[config.mk]
export PLATFORM = sky130hd
export DESIGN_NAME = telemetry_report_scheduler
export DESIGN_NICKNAME = d
export VERILOG_FILES = /design/src/rtl/trs_pkg.sv /design/src/rtl/telemetry_report_scheduler.sv
export VERILOG_INCLUDE_DIRS = /design/src /design/src/rtl
export SDC_FILE = /design/constraint.sdc
export NUM_CORES = 1
export LEC_CHECK = 0
export BUFFER_PORTS_ARGS = -buffer_cell sky130_fd_sc_hd__buf_2
export CAP_MARGIN = 20
export CORE_MARGIN = 1
export CORE_UTILIZATION = 55
export CTS_BUF_LIST = sky130_fd_sc_hd__clkbuf_8
export DETAILED_ROUTE_END_ITERATION = 7
export PLACE_DENSITY_LB_ADDON = 0.1
export SLEW_MARGIN = 40
export SYNTH_ARGS = -nofsm -noshare
export SYNTH_HDL_FRONTEND = slang
export SYNTH_SLANG_ARGS = --single-unit
[constraint.sdc]
create_clock -name aclk -period 6.08 [get_ports aclk]
set_input_delay 1.824 -clock aclk [delete_from_list [all_inputs] [get_ports aclk]]
set_output_delay 1.824 -clock aclk [all_outputs]
set_load 0.01 [all_outputs]
[src/rtl/telemetry_report_scheduler_defines.svh]
// Assertion macros for the telemetry report scheduler.
`ifndef TELEMETRY_REPORT_SCHEDULER_DEFINES_SVH
`define TELEMETRY_REPORT_SCHEDULER_DEFINES_SVH

`ifndef SYNTHESIS

// Checked only while out of reset.
`define TRS_ASSERT(label, clk, rst_n, prop) \
    label: assert property (@(posedge clk) disable iff (!rst_n) prop) \
        else $error("trs assertion failed");

// Checked on every edge, reset included.
`define TRS_ASSERT_ALWAYS(label, clk, prop) \
    label: assert property (@(posedge clk) prop) \
        else $error("trs assertion failed");

`else

`define TRS_ASSERT(label, clk, rst_n, prop)
`define TRS_ASSERT_ALWAYS(label, clk, prop)

`endif

`endif

[src/rtl/trs_pkg.sv]
// Types and constants for the telemetry report scheduler.
`timescale 1ns / 1ps
`default_nettype none

package trs_pkg;

    typedef enum logic [1:0] {
        FUNC_TICK   = 2'd0,
        FUNC_HEALTH = 2'd1,
        FUNC_RELAY  = 2'd2,
        FUNC_MANUAL = 2'd3
    } func_t;

    localparam int PERIOD_W   = 27;
    localparam int LIMIT_W    = 8;
    localparam int CFG_DATA_W = 27;
    localparam int MS_W       = 10;
    localparam int CNT_W      = 32;
    localparam int FAIL_W     = 8;
    localparam int RELAY_W    = 16;
    localparam int NUM_DEV    = 3;
    localparam int S_TUSER_W  = 2;
    localparam int S_TDATA_W  = 24;
    localparam int M_TDATA_W  = 72;

    localparam logic CFG_IDX_PERIOD = 1'b0;
    localparam logic CFG_IDX_LIMIT  = 1'b1;

    localparam logic [PERIOD_W-1:0] PERIOD_RESET  = PERIOD_W'(10000);
    localparam logic [PERIOD_W-1:0] MIN_PERIOD_MS = PERIOD_W'(1000);
    localparam logic [LIMIT_W-1:0]  LIMIT_RESET   = LIMIT_W'(3);
    localparam logic [MS_W-1:0]     MS_PER_SECOND = MS_W'(1000);
    localparam logic [RELAY_W-1:0]  RELAY_UNKNOWN = 16'hFFFF;
    localparam logic [FAIL_W-1:0]   FAIL_MAX      = 8'hFF;
    localparam logic [CNT_W-1:0]    ELAPSED_MAX   = 32'hFFFF_FFFF;

endpackage

`default_nettype wire

[src/rtl/telemetry_report_scheduler.sv]
// Telemetry report scheduler: report trigger with device health tracking.
//
//  channel  | dir | handshake             | payload
//  ---------+-----+-----------------------+------------------------------------
//  s_       | in  | s_tvalid / s_tready   | s_tuser: func; s_tdata: link, ok bits, relay
//  m_       | out | m_tvalid / m_tready   | m_tdata: fire, seq, seconds, status, event
//  cfg_     | in  | cfg_we                | cfg_addr, cfg_wdata
//
// One request per cycle while s_tready is high; each request is fully evaluated in the accept cycle
// and its result is loaded into the output register at the accepting edge.
// s_tready stays high while the output register is empty or being drained.
// aresetn is synchronous; no clearing pass, the block is ready right after reset.
`timescale 1ns / 1ps
`default_nettype none
`include "telemetry_report_scheduler_defines.svh"

module telemetry_report_scheduler (
    input  wire logic                            aclk,
    input  wire logic                            aresetn,
    input  wire logic                            s_tvalid,
    output logic                                 s_tready,
    // [1:0] func
    input  wire logic [trs_pkg::S_TUSER_W-1:0]   s_tuser,
    // [0] link_idle, [1] temp_sensor_ok, [2] scale_ok,
    // [3] relay_unit_ok, [19:4] relay_outputs, [23:20] zero
    input  wire logic [trs_pkg::S_TDATA_W-1:0]   s_tdata,
    output logic                                 m_tvalid,
    input  wire logic                            m_tready,
    // [0] report_fire, [32:1] report_seq, [64:33] report_seconds,
    // [67:65] status_bits, [68] event_waiting, [71:69] zero
    output logic [trs_pkg::M_TDATA_W-1:0]        m_tdata,
    input  wire logic                            cfg_we,
    input  wire logic                            cfg_addr,
    input  wire logic [trs_pkg::CFG_DATA_W-1:0]  cfg_wdata
);
    import trs_pkg::*;

    logic [PERIOD_W-1:0] period_reg;
    logic [LIMIT_W-1:0]  limit_reg;

    logic [MS_W-1:0]     ms_reg,       ms_next;
    logic [CNT_W-1:0]    sec_reg,      sec_next;
    logic [CNT_W-1:0]    elapsed_reg,  elapsed_next;
    logic [CNT_W-1:0]    seq_reg,      seq_next;
    logic                pending_reg,  pending_next;
    logic [NUM_DEV-1:0]  offline_reg,  offline_next;
    logic [FAIL_W-1:0]   fail_reg      [NUM_DEV];
    logic [FAIL_W-1:0]   fail_next     [NUM_DEV];
    logic [RELAY_W-1:0]  relay_reg,    relay_next;
    logic                fire_next;

    logic                out_valid_reg;
    logic [M_TDATA_W-1:0] out_data_reg, out_data_next;

    logic                s_acc;
    func_t               in_func;
    logic                in_idle;
    logic [NUM_DEV-1:0]  in_ok;
    logic [RELAY_W-1:0]  in_relay;
    logic [MS_W-1:0]     ms_inc;
    logic [CNT_W-1:0]    elapsed_inc;

    assign s_tready = !out_valid_reg || m_tready;
    assign s_acc    = s_tvalid && s_tready;
    assign m_tvalid = out_valid_reg;
    assign m_tdata  = out_data_reg;

    assign in_func  = func_t'(s_tuser);
    assign in_idle  = s_tdata[0];
    assign in_ok    = s_tdata[3:1];
    assign in_relay = s_tdata[19:4];

    assign ms_inc      = ms_reg + MS_W'(1);
    assign elapsed_inc = (elapsed_reg == ELAPSED_MAX) ? elapsed_reg : elapsed_reg + CNT_W'(1);

    always_comb begin
        ms_next      = ms_reg;
        sec_next     = sec_reg;
        elapsed_next = elapsed_reg;
        seq_next     = seq_reg;
        pending_next = pending_reg;
        offline_next = offline_reg;
        relay_next   = relay_reg;
        fire_next    = 1'b0;
        for (int i = 0; i < NUM_DEV; i++) begin
            fail_next[i] = fail_reg[i];
        end

        unique case (in_func)
            FUNC_TICK: begin
                if (ms_inc >= MS_PER_SECOND) begin
                    ms_next  = '0;
                    sec_next = sec_reg + CNT_W'(1);
                end else begin
                    ms_next = ms_inc;
                end
                elapsed_next = elapsed_inc;
                if (in_idle) begin
                    if (pending_reg) begin
                        pending_next = 1'b0;
                        fire_next    = 1'b1;
                    end else if (elapsed_inc >= CNT_W'(period_reg)) begin
                        fire_next = 1'b1;
                    end
                end
                if (fire_next) begin
                    seq_next     = seq_reg + CNT_W'(1);
                    elapsed_next = '0;
                end
            end
            FUNC_HEALTH: begin
                for (int i = 0; i < NUM_DEV; i++) begin
                    if (in_ok[i]) begin
                        fail_next[i]    = '0;
                        offline_next[i] = 1'b0;
                    end else begin
                        fail_next[i] = (fail_reg[i] == FAIL_MAX) ? FAIL_MAX
                                                                 : fail_reg[i] + FAIL_W'(1);
                        if (fail_next[i] >= limit_reg) begin
                            offline_next[i] = 1'b1;
                        end
                    end
                end
                if (offline_next != offline_reg) begin
                    pending_next = 1'b1;
                end
            end
            FUNC_RELAY: begin
                if (relay_reg != RELAY_UNKNOWN && relay_reg != in_relay) begin
                    pending_next = 1'b1;
                end
                relay_next = in_relay;
            end
            FUNC_MANUAL: begin
                pending_next = 1'b1;
            end
            default: begin
            end
        endcase

        out_data_next = {3'b000, pending_next, offline_next, sec_next, seq_next, fire_next};
    end

    // configuration registers
    always_ff @(posedge aclk) begin
        if (!aresetn) begin
            period_reg <= PERIOD_RESET;
            limit_reg  <= LIMIT_RESET;
        end else if (cfg_we) begin
            unique case (cfg_addr)
                CFG_IDX_PERIOD: begin
                    if (cfg_wdata[PERIOD_W-1:0] >= MIN_PERIOD_MS) begin
                        period_reg <= cfg_wdata[PERIOD_W-1:0];
                    end
                end
                CFG_IDX_LIMIT: begin
                    limit_reg <= cfg_wdata[LIMIT_W-1:0];
                end
                default: begin
                end
            endcase
        end
    end

    // scheduler state
    always_ff @(posedge aclk) begin
        if (!aresetn) begin
            ms_reg      <= '0;
            sec_reg     <= '0;
            elapsed_reg <= '0;
            seq_reg     <= '0;
            pending_reg <= 1'b0;
            offline_reg <= '0;
            relay_reg   <= RELAY_UNKNOWN;
            for (int i = 0; i < NUM_DEV; i++) begin
                fail_reg[i] <= '0;
            end
        end else if (s_acc) begin
            ms_reg      <= ms_next;
            sec_reg     <= sec_next;
            elapsed_reg <= elapsed_next;
            seq_reg     <= seq_next;
            pending_reg <= pending_next;
            offline_reg <= offline_next;
            relay_reg   <= relay_next;
            for (int i = 0; i < NUM_DEV; i++) begin
                fail_reg[i] <= fail_next[i];
            end
        end
    end

    // output register
    always_ff @(posedge aclk) begin
        if (!aresetn) begin
            out_valid_reg <= 1'b0;
        end else if (s_acc) begin
            out_valid_reg <= 1'b1;
        end else if (m_tready) begin
            out_valid_reg <= 1'b0;
        end
    end

    always_ff @(posedge aclk) begin
        if (s_acc) begin
            out_data_reg <= out_data_next;
        end
    end

    // assertions
    `TRS_ASSERT(a_seq_only_on_idle_tick, aclk, aresetn, (s_acc && !(in_func == FUNC_TICK && in_idle)) |=> (seq_reg == $past(seq_reg)))
    `TRS_ASSERT(a_fire_clears_elapsed, aclk, aresetn, (s_acc && fire_next) |=> (elapsed_reg == '0 && out_data_reg[0]))
    `TRS_ASSERT(a_manual_sets_pending, aclk, aresetn, (s_acc && in_func == FUNC_MANUAL) |=> pending_reg)
    `TRS_ASSERT_ALWAYS(a_ms_in_range, aclk, !aresetn || ms_reg < MS_PER_SECOND)
    `TRS_ASSERT(a_offline_has_failures, aclk, aresetn, (offline_reg & ~{fail_reg[2] != '0, fail_reg[1] != '0, fail_reg[0] != '0}) == '0)

endmodule

`default_nettype wire
==> results.py, run 1 <==
metrics = {
    "synthesis": {
        "synth_compound_area_frac": 0.0731,
        "synthAdderAreaFrac": 0.0586,
        "ys.warnings.count": 0,
        "synthCells": 1503,
        "synth_cell_types": 62,
        "synth_top_family_by_area": "simple AND/OR/NAND/NOR gates",
        "synth_area_sq_mm": 0.0137,
        "synth_xor_area_frac": 0.124,
        "synth-edff-count": 93,
        "seq_area_frac_synth": 0.442,
        "ys_ff_latch": 255,
        "synth_ff_type": "dfxtp_1",
        "synth_mux_area_frac": 0.0290,
        "synth-simple-area-share": 0.236,
        "synthArstFlopShare": 0,
        "syn-mean-instance-area_sq_um": 9.09,
    },
    "setup_path": {
        "startpoint_type": "register",
        "critPathLaunch": "elapsed_reg[10]",
        "rr_startpoint": "elapsed_reg[10]",
        "cp_top_family": "simple AND/OR/NAND/NOR gates",
        "cpPeakStageDelay_ns": 0.68,
        "end_kind": "register",
        "critPathMaxFanout": 31,
        "worstSetupPathType": "reg -> reg",
        "crit_top_cell": "nor2_1",
        "path_cells": "nand2_1 -> or4_4 -> or4_1 -> nor2_1 -> nand3_1 -> xnor2_1 -> ha_1 -> a21o_1 -> a211o_1 -> a221oi_1 -> o21ai_0 -> a31oi_2 -> and2_1 -> buf_4 -> nor2_1 -> mux2_1",
        "crit_buf_inv": 1,
        "cp_slowest_cell": "or4_1",
        "critPathRequiredTime_ns": 6.36,
        "worstPathArrival_ns": 5.50,
    },
    "grt": {
        "grt_max_degree": 51,
        "grt_usage": 0.231,
        "grt_pass1_wl_um": 48900,
        "grt_pass1_vias": 10200,
        "antenna_found_initial": 0,
        "grt.overflow.total": 0,
    },
    "placement": {
        "place.gp.congestion": 0.851,
        "hpwl_um": 20400,
        "numPlacedInstances": 1893,
        "io_buffers": 125,
        "placed_area_sq_mm": 0.0145,
    },
    "hold_path": {
        "hold_path.class": "reg -> reg",
        "hp-start": "limit_reg[7]",
    },
    "timing": {
        "fmax_mhz": 192,
        "setup_viol": 0,
        "holdWs_ns": 0.461,
        "finalHoldViolCount": 0,
        "setup_tns_ns": 0,
        "rsz0062_at_grt": "false",
        "finalCritPeriodShare": 0.858,
        "fin_skew_ns": 0.0122,
        "relSlewSlack": 0.496,
        "period_needed_ns": 5.22,
        "worst_pin_slew_ns": 0.749,
        "slew_violations": 0,
    },
    "routing": {
        "drt_iter0_markers": 488,
        "num_vias": 10800,
        "ant_nets": 0,
        "routed_wirelength_um": 29600,
        "first_pass_iters": 4,
        "wl_per_cell_um": 15.0,
        "drc_errors": 0,
        "vias_per_cell": 5.49,
    },
    "power_and_ir_drop": {
        "vdd_drop_max_v": 0.000180,
        "p_leak_nw": 6.19,
        "clkPwrFrac": 0.402,
        "swShare": 0.245,
        "p_sw_uw": 883,
        "powerDensity_mw_per_mm2": 235,
        "power.share.combinational": 0.084,
        "p_seq_frac": 0.514,
        "internal_power_mw": 2.72,
    },
    "layout": {
        "fillerInstances": 2125,
        "num_antenna_cells": 0,
        "multi_input_area_sq_mm": 0.00713,
        "final_area_sq_mm": 0.0153,
        "ff_latch_area_sq_mm": 0.00604,
        "nets": 1736,
        "largest_reg_flops": 69,
        "final_cell_count_no_fill": 1969,
        "syn_to_final_growth_pct": 12.0,
        "drive_gt1_frac": 0.129,
    },
    "clocking": {
        "path_clk_slew_ns": 0.06,
        "numCtsBuffers": 42,
        "ctsHoldBuffers": 0,
        "clkLatencyLatePin_ns": 0.53,
        "cts_resized": 0,
        "cts_root_buffer": "clkbuf_8",
        "cts_tree": "yes",
        "clockBufferDepth": 3,
        "numClockSinks": 255,
        "cts_setup_buffers": 0,
        "htree_levels": 2,
    },
    "floorplanning": {
        "initial_core_util": 0.562,
        "die_w_um": 160,
        "row_count": 57,
        "core_sq_mm": 0.0243,
        "die-area_sq_mm": 0.0255,
        "io_pins": 133,
        "die-height_um": 160,
    },
    "flow_run": {
        "cap_violations": 0,
    },
    "status": {
        "outcome": "completed",
    },
}
-- placed cells by master, fill, tap and decap left out, types with 3 or more instances in the layout --
cell type    n
mux2i_1     34
o31ai_1      3
nor2_1     168
o311ai_0     3
o21a_1       3
nand2b_1    18
clkinv_2     5
inv_1       61
o21ai_0     31
a21o_1       4
buf_2      125
a2111oi_0    6
nand2_1    175
nand3_1     90
buf_4       14
nor3_1      47
ha_1        64
and2_1       7
a21oi_1     60
xnor2_1    113
a31oi_1     10
nor2b_1     12
nand3b_1     5
conb_1       3
o211ai_1     3
a211oi_1    16
and4_1      12
and3_1      25
clkbuf_8    53
o41ai_1      3
nand4_1     45
dfxtp_1    162
or4_1        6
xor2_1      80
nor3b_1      8
or3_1       19
mux2_2       3
clkinv_1     3
nor4_1      22
edfxtp_1    93
-- kinds of logic (layout without fill, tap and decap cells) --
logic type      Yosys count  count (layout)
simple gates            668             668
flops                   255             255
xor+xnor                193             193
compound gates          160             160
buf+inv                 123             263
fa+ha+maj                64              64
mux                      39              39
other cells               1               3
-- cell usage after synthesis, drive strengths merged (8+ instances only) --
master	count	area, sq um
nand2	176	661
inv	47	176
nor3b	8	60.1
a31oi	11	68.8
or3	19	119
xnor2	113	990
o21ai	33	169
a211oi	17	133
and3	25	156
nor2	168	631
dfxtp	162	3240
a21oi	60	300
ha	64	801
nand2b	18	113
nor2b	12	75.1
nor3	49	255
nand3	90	450
xor2	80	701
nand4	45	282
buf	22	135
edfxtp	93	2790
nor4	22	138
clkbuf	53	199
mux2i	34	340
and4	12	105
-- per-stage QoR --
step / utilization / total power, mW / setup slack [ns]
2_1_floorplan: - / 2.09 / 0.301
3_3_place_gp: 0.595 / 2.18 / 1.02
3_5_place_dp: 0.596 / 2.19 / 0.869
4_1_cts: 0.629 / 3.65 / 0.841
5_1_grt: 0.629 / 3.76 / 0.584
6_report: 0.629 / 3.60 / 0.861
-- power by group through the flow --
| stage | Sequential, mW | Combinational [mW] | Clock [mW] |
|---|---|---|---|
| after floorplan | 1.90 | 0.189 | 0 |
| after global placement | 1.89 | 0.297 | 0 |
| after detailed placement | 1.89 | 0.302 | 0 |
| after CTS | 1.85 | 0.304 | 1.49 |
| after global routing | 1.86 | 0.339 | 1.56 |
| final | 1.85 | 0.302 | 1.45 |
-- cell type report --
type	instances	area share
tap	324	0.0265
inverter	48	0.0119
clock inverter	23	0.00621
clock buffer	53	0.0477
sequential	255	0.394
multi-input combinational	1127	0.466
timing repair buffer	139	0.0477
-- routing by layer --
metal / track usage / vias to the layer above / share of wire
li1: - / 5485 / -
met1: 0.300 / 5066 / 0.46
met2: 0.394 / 217 / 0.48
met3: 0.0390 / 41 / 0.047
met4: 0.0664 / 0 / 0.019
met5: 0 / - / 0
-- worst reg2reg max path, stage by stage, from the launching register on --
cell and delay (ns):
dfxtp_1 0.46, nand2_1 0.16, or4_4 0.60, or4_1 0.68, nor2_1 0.29, nand3_1 0.13, xnor2_1 0.20, ha_1 0.27
a21o_1 0.16, a211o_1 0.29, a221oi_1 0.21, o21ai_0 0.17, a31oi_2 0.28, and2_1 0.22, buf_4 0.34, nor2_1 0.16
mux2_1 0.35
-- worst paths after layout --
path	to	slack, ns	cells after the start
max	m_tdata[2]	0.86	16
min	limit_reg[7]	0.46	2
max reg2reg	m_tdata[2]	0.86	16
min reg2reg	limit_reg[7]	0.46	2
Note: power is estimated with default switching activity, not from simulation.
==> run 2, diff against run 1 <==
==> constraint.sdc (replaced) <==
create_clock -name aclk -period 5.4 [get_ports aclk]
set_input_delay 1.62 -clock aclk [delete_from_list [all_inputs] [get_ports aclk]]
set_output_delay 1.62 -clock aclk [all_outputs]
set_load 0.01 [all_outputs]
==> run 2 against run 1 <==
  * Worst setup slack got worse by 0.51 ns
  * Core utilization increased by 0.25 points
  * Die area unchanged
  * Clock-buffer cell count decreased by 3
  * Via count increased by 0.91%
  * Final cell count increased by 0.56%
  * Non-clock buffer count increased by 5
  * Critical path type unchanged
==> results.py, run 2 (synthesis results as in run 1) <==
metrics = {
    "status": {
        "outcome": "completed",
    },
    "setup_path": {
        "critPathMaxFanout": 44,
        "end_kind": "register",
        "startpoint_type": "register",
        "cp_slowest_cell": "or4_4",
        "rrSetupSlack_ns": 0.35,
        "critPathRequiredTime_ns": 5.70,
        "worstSetupPathType": "reg -> reg",
        "worstPathArrival_ns": 5.35,
        "cp_top_family": "simple AND/OR/NAND/NOR gates",
        "crit_buf_inv": 1,
        "cpPeakStageDelay_ns": 0.58,
        "crit_top_cell": "nor2_1",
        "path_cells": "nand2_1 -> or4_4 -> or4_1 -> nor2_1 -> nand3_1 -> xnor2_1 -> ha_1 -> a21o_1 -> a211o_1 -> a221oi_1 -> o21ai_0 -> a31oi_2 -> and2_1 -> buf_4 -> nor2_1 -> mux2_1",
        "timing.rr.end": "m_tdata[2]",
        "rr_startpoint": "elapsed_reg[6]",
        "rr_worst_depth": 16,
    },
    "timing": {
        "finalCritPeriodShare": 0.935,
        "setup_viol": 0,
        "slew_violations": 0,
        "final.setup.worst_slack_ns": 0.350,
        "relSlewSlack": 0.518,
        "finalHoldViolCount": 0,
        "fin_skew_ns": 0.0153,
        "rsz0062_at_grt": "false",
        "fmax_mhz": 198,
        "period_needed_ns": 5.05,
        "worst_pin_slew_ns": 0.721,
        "setup_tns_ns": 0,
    },
    "hold_path": {
        "whs_path_depth": 2,
        "hold_path.class": "reg -> reg",
        "hp-start": "limit_reg[2]",
        "worst_hold_path.endpoint": "limit_reg[2]",
    },
    "routing": {
        "wl_per_cell_um": 15.1,
        "vias_per_cell": 5.51,
        "routed_wirelength_um": 29900,
        "first_pass_iters": 5,
        "num_vias": 10900,
        "drt_iter0_markers": 543,
        "ant_nets": 0,
        "drc_errors": 0,
    },
    "power_and_ir_drop": {
        "powerDensity_mw_per_mm2": 264,
        "p_sw_mw": 1.03,
        "internal_power_mw": 3.03,
        "vdd_drop_max_v": 0.000143,
        "power.share.combinational": 0.084,
        "p_seq_frac": 0.514,
        "swShare": 0.253,
        "p_leak_nw": 6.22,
        "clkPwrFrac": 0.402,
    },
    "floorplanning": {
        "initial_core_util": 0.562,
        "io_pins": 133,
        "row_count": 57,
        "die-height_um": 160,
        "die-area_sq_mm": 0.0255,
        "die_w_um": 160,
        "core_sq_mm": 0.0243,
    },
    "layout": {
        "layout_common_cells": "nand2_1, nor2_1, dfxtp_1, buf_2, xnor2_1",
        "fillerInstances": 2097,
        "nets": 1744,
        "final_common_cell": "nand2_1",
        "drive_gt1_frac": 0.132,
        "num_antenna_cells": 0,
        "largest_reg_flops": 69,
        "syn_to_final_growth_pct": 12.5,
        "final_area_sq_mm": 0.0154,
    },
    "flow_run": {
        "cap_violations": 0,
    },
    "grt": {
        "grt.overflow.total": 0,
        "grt_pass1_vias": 10500,
        "grt_max_degree": 49,
        "grt_pass1_wl_um": 50200,
        "antenna_found_initial": 0,
        "grt_usage": 0.238,
    },
    "clocking": {
        "numClockSinks": 255,
        "htree_levels": 2,
        "path_clk_slew_ns": 0.06,
        "clkLatencyLatePin_ns": 0.55,
        "ctsHoldBuffers": 0,
        "clockBufferDepth": 3,
        "cts_resized": 0,
        "cts_setup_buffers": 0,
        "numCtsBuffers": 45,
        "cts_tree": "yes",
        "cts_root_buffer": "clkbuf_8",
    },
    "placement": {
        "hpwl_um": 20600,
        "pre_cts_ws_ns": 0.337,
        "placed_area_sq_mm": 0.0145,
        "place.gp.congestion": 0.855,
        "io_buffers": 125,
    },
}
-- run 2: changes by cell type in the layout (fill, tap and decap cells not counted) --
cell | before | now
clkinv_4 | 0 | 1
buf_4 | 14 | 19
nor4_2 | 0 | 1
nor4_1 | 22 | 21
clkinvlp_4 | 1 | 2
inv_1 | 61 | 63
clkinv_1 | 3 | 7
o21ai_4 | 0 | 1
inv_8 | 0 | 1
o21ai_2 | 1 | 0
clkbuf_8 | 53 | 50
-- run 2: metrics by stage --
step / power [mW] / util / hold slack (ns) / cells
floorplan: 2.35 / - / 0.436 / 1505
global route: 4.25 / 0.632 / 0.472 / 1980
detailed placement: 2.47 / 0.597 / 0.447 / 1898
CTS: 4.12 / 0.632 / 0.455 / 1980
finish: 4.06 / 0.632 / 0.453 / 1980
global placement: 2.46 / 0.597 / 0.445 / 1898
-- run 2: how the worst max path moves through the flow --
stage,startpoint,to,slack (ns),cells after the start
final,elapsed_reg[6],m_tdata[2],0.35,16
after global placement,elapsed_reg[10],elapsed_reg[14],0.44,16
after detailed placement,elapsed_reg[10],m_tdata[2],0.34,16
after global routing,elapsed_reg[10],m_tdata[2],0.02,16
after floorplan,m_tready,fail_reg[0][0],1.02,6
after CTS,elapsed_reg[10],m_tdata[2],0.33,16
-- run 2: area by class of cell --
class,instances,area [sq um],area share
inverters,48,181,0.0118
flip-flops and latches,255,6040,0.393
repair buffers,144,768,0.0500
multi-input cells,1127,7140,0.465
clock inverters,32,145,0.00944
clock buffers,50,688,0.0448
well taps,324,405,0.0264
-- run 2: power groups by stage --
stage	Combinational, mW	Clock, mW	Sequential, mW
after floorplan	0.213	0	2.13
after CTS	0.344	1.69	2.09
after detailed placement	0.342	0	2.13
after global placement	0.334	0	2.12
final	0.342	1.63	2.09
after global routing	0.384	1.78	2.09
-- run 2: worst register-to-register path, delay by kind of cell, from the launching register on --
| kind | cells | cell delay (ns) |
|---|---|---|
| and+or+nand+nor | 7 | 2.07 |
| AOI/OAI and AO/OA | 5 | 1.03 |
| DFF | 1 | 0.45 |
| buffers and inverters | 1 | 0.42 |
| muxes | 1 | 0.34 |
| adders and majority gates | 1 | 0.28 |
| xor gates and xnor gates | 1 | 0.21 |
-- run 2: routing by layer --
layer / track usage / vias up / wire [um]
met3: 0.0397 / 52 / 1180
met5: 0 / - / 0
met2: 0.401 / 212 / 14300
met1: 0.312 / 5132 / 13900
met4: 0.0765 / 0 / 539
li1: - / 5511 / -
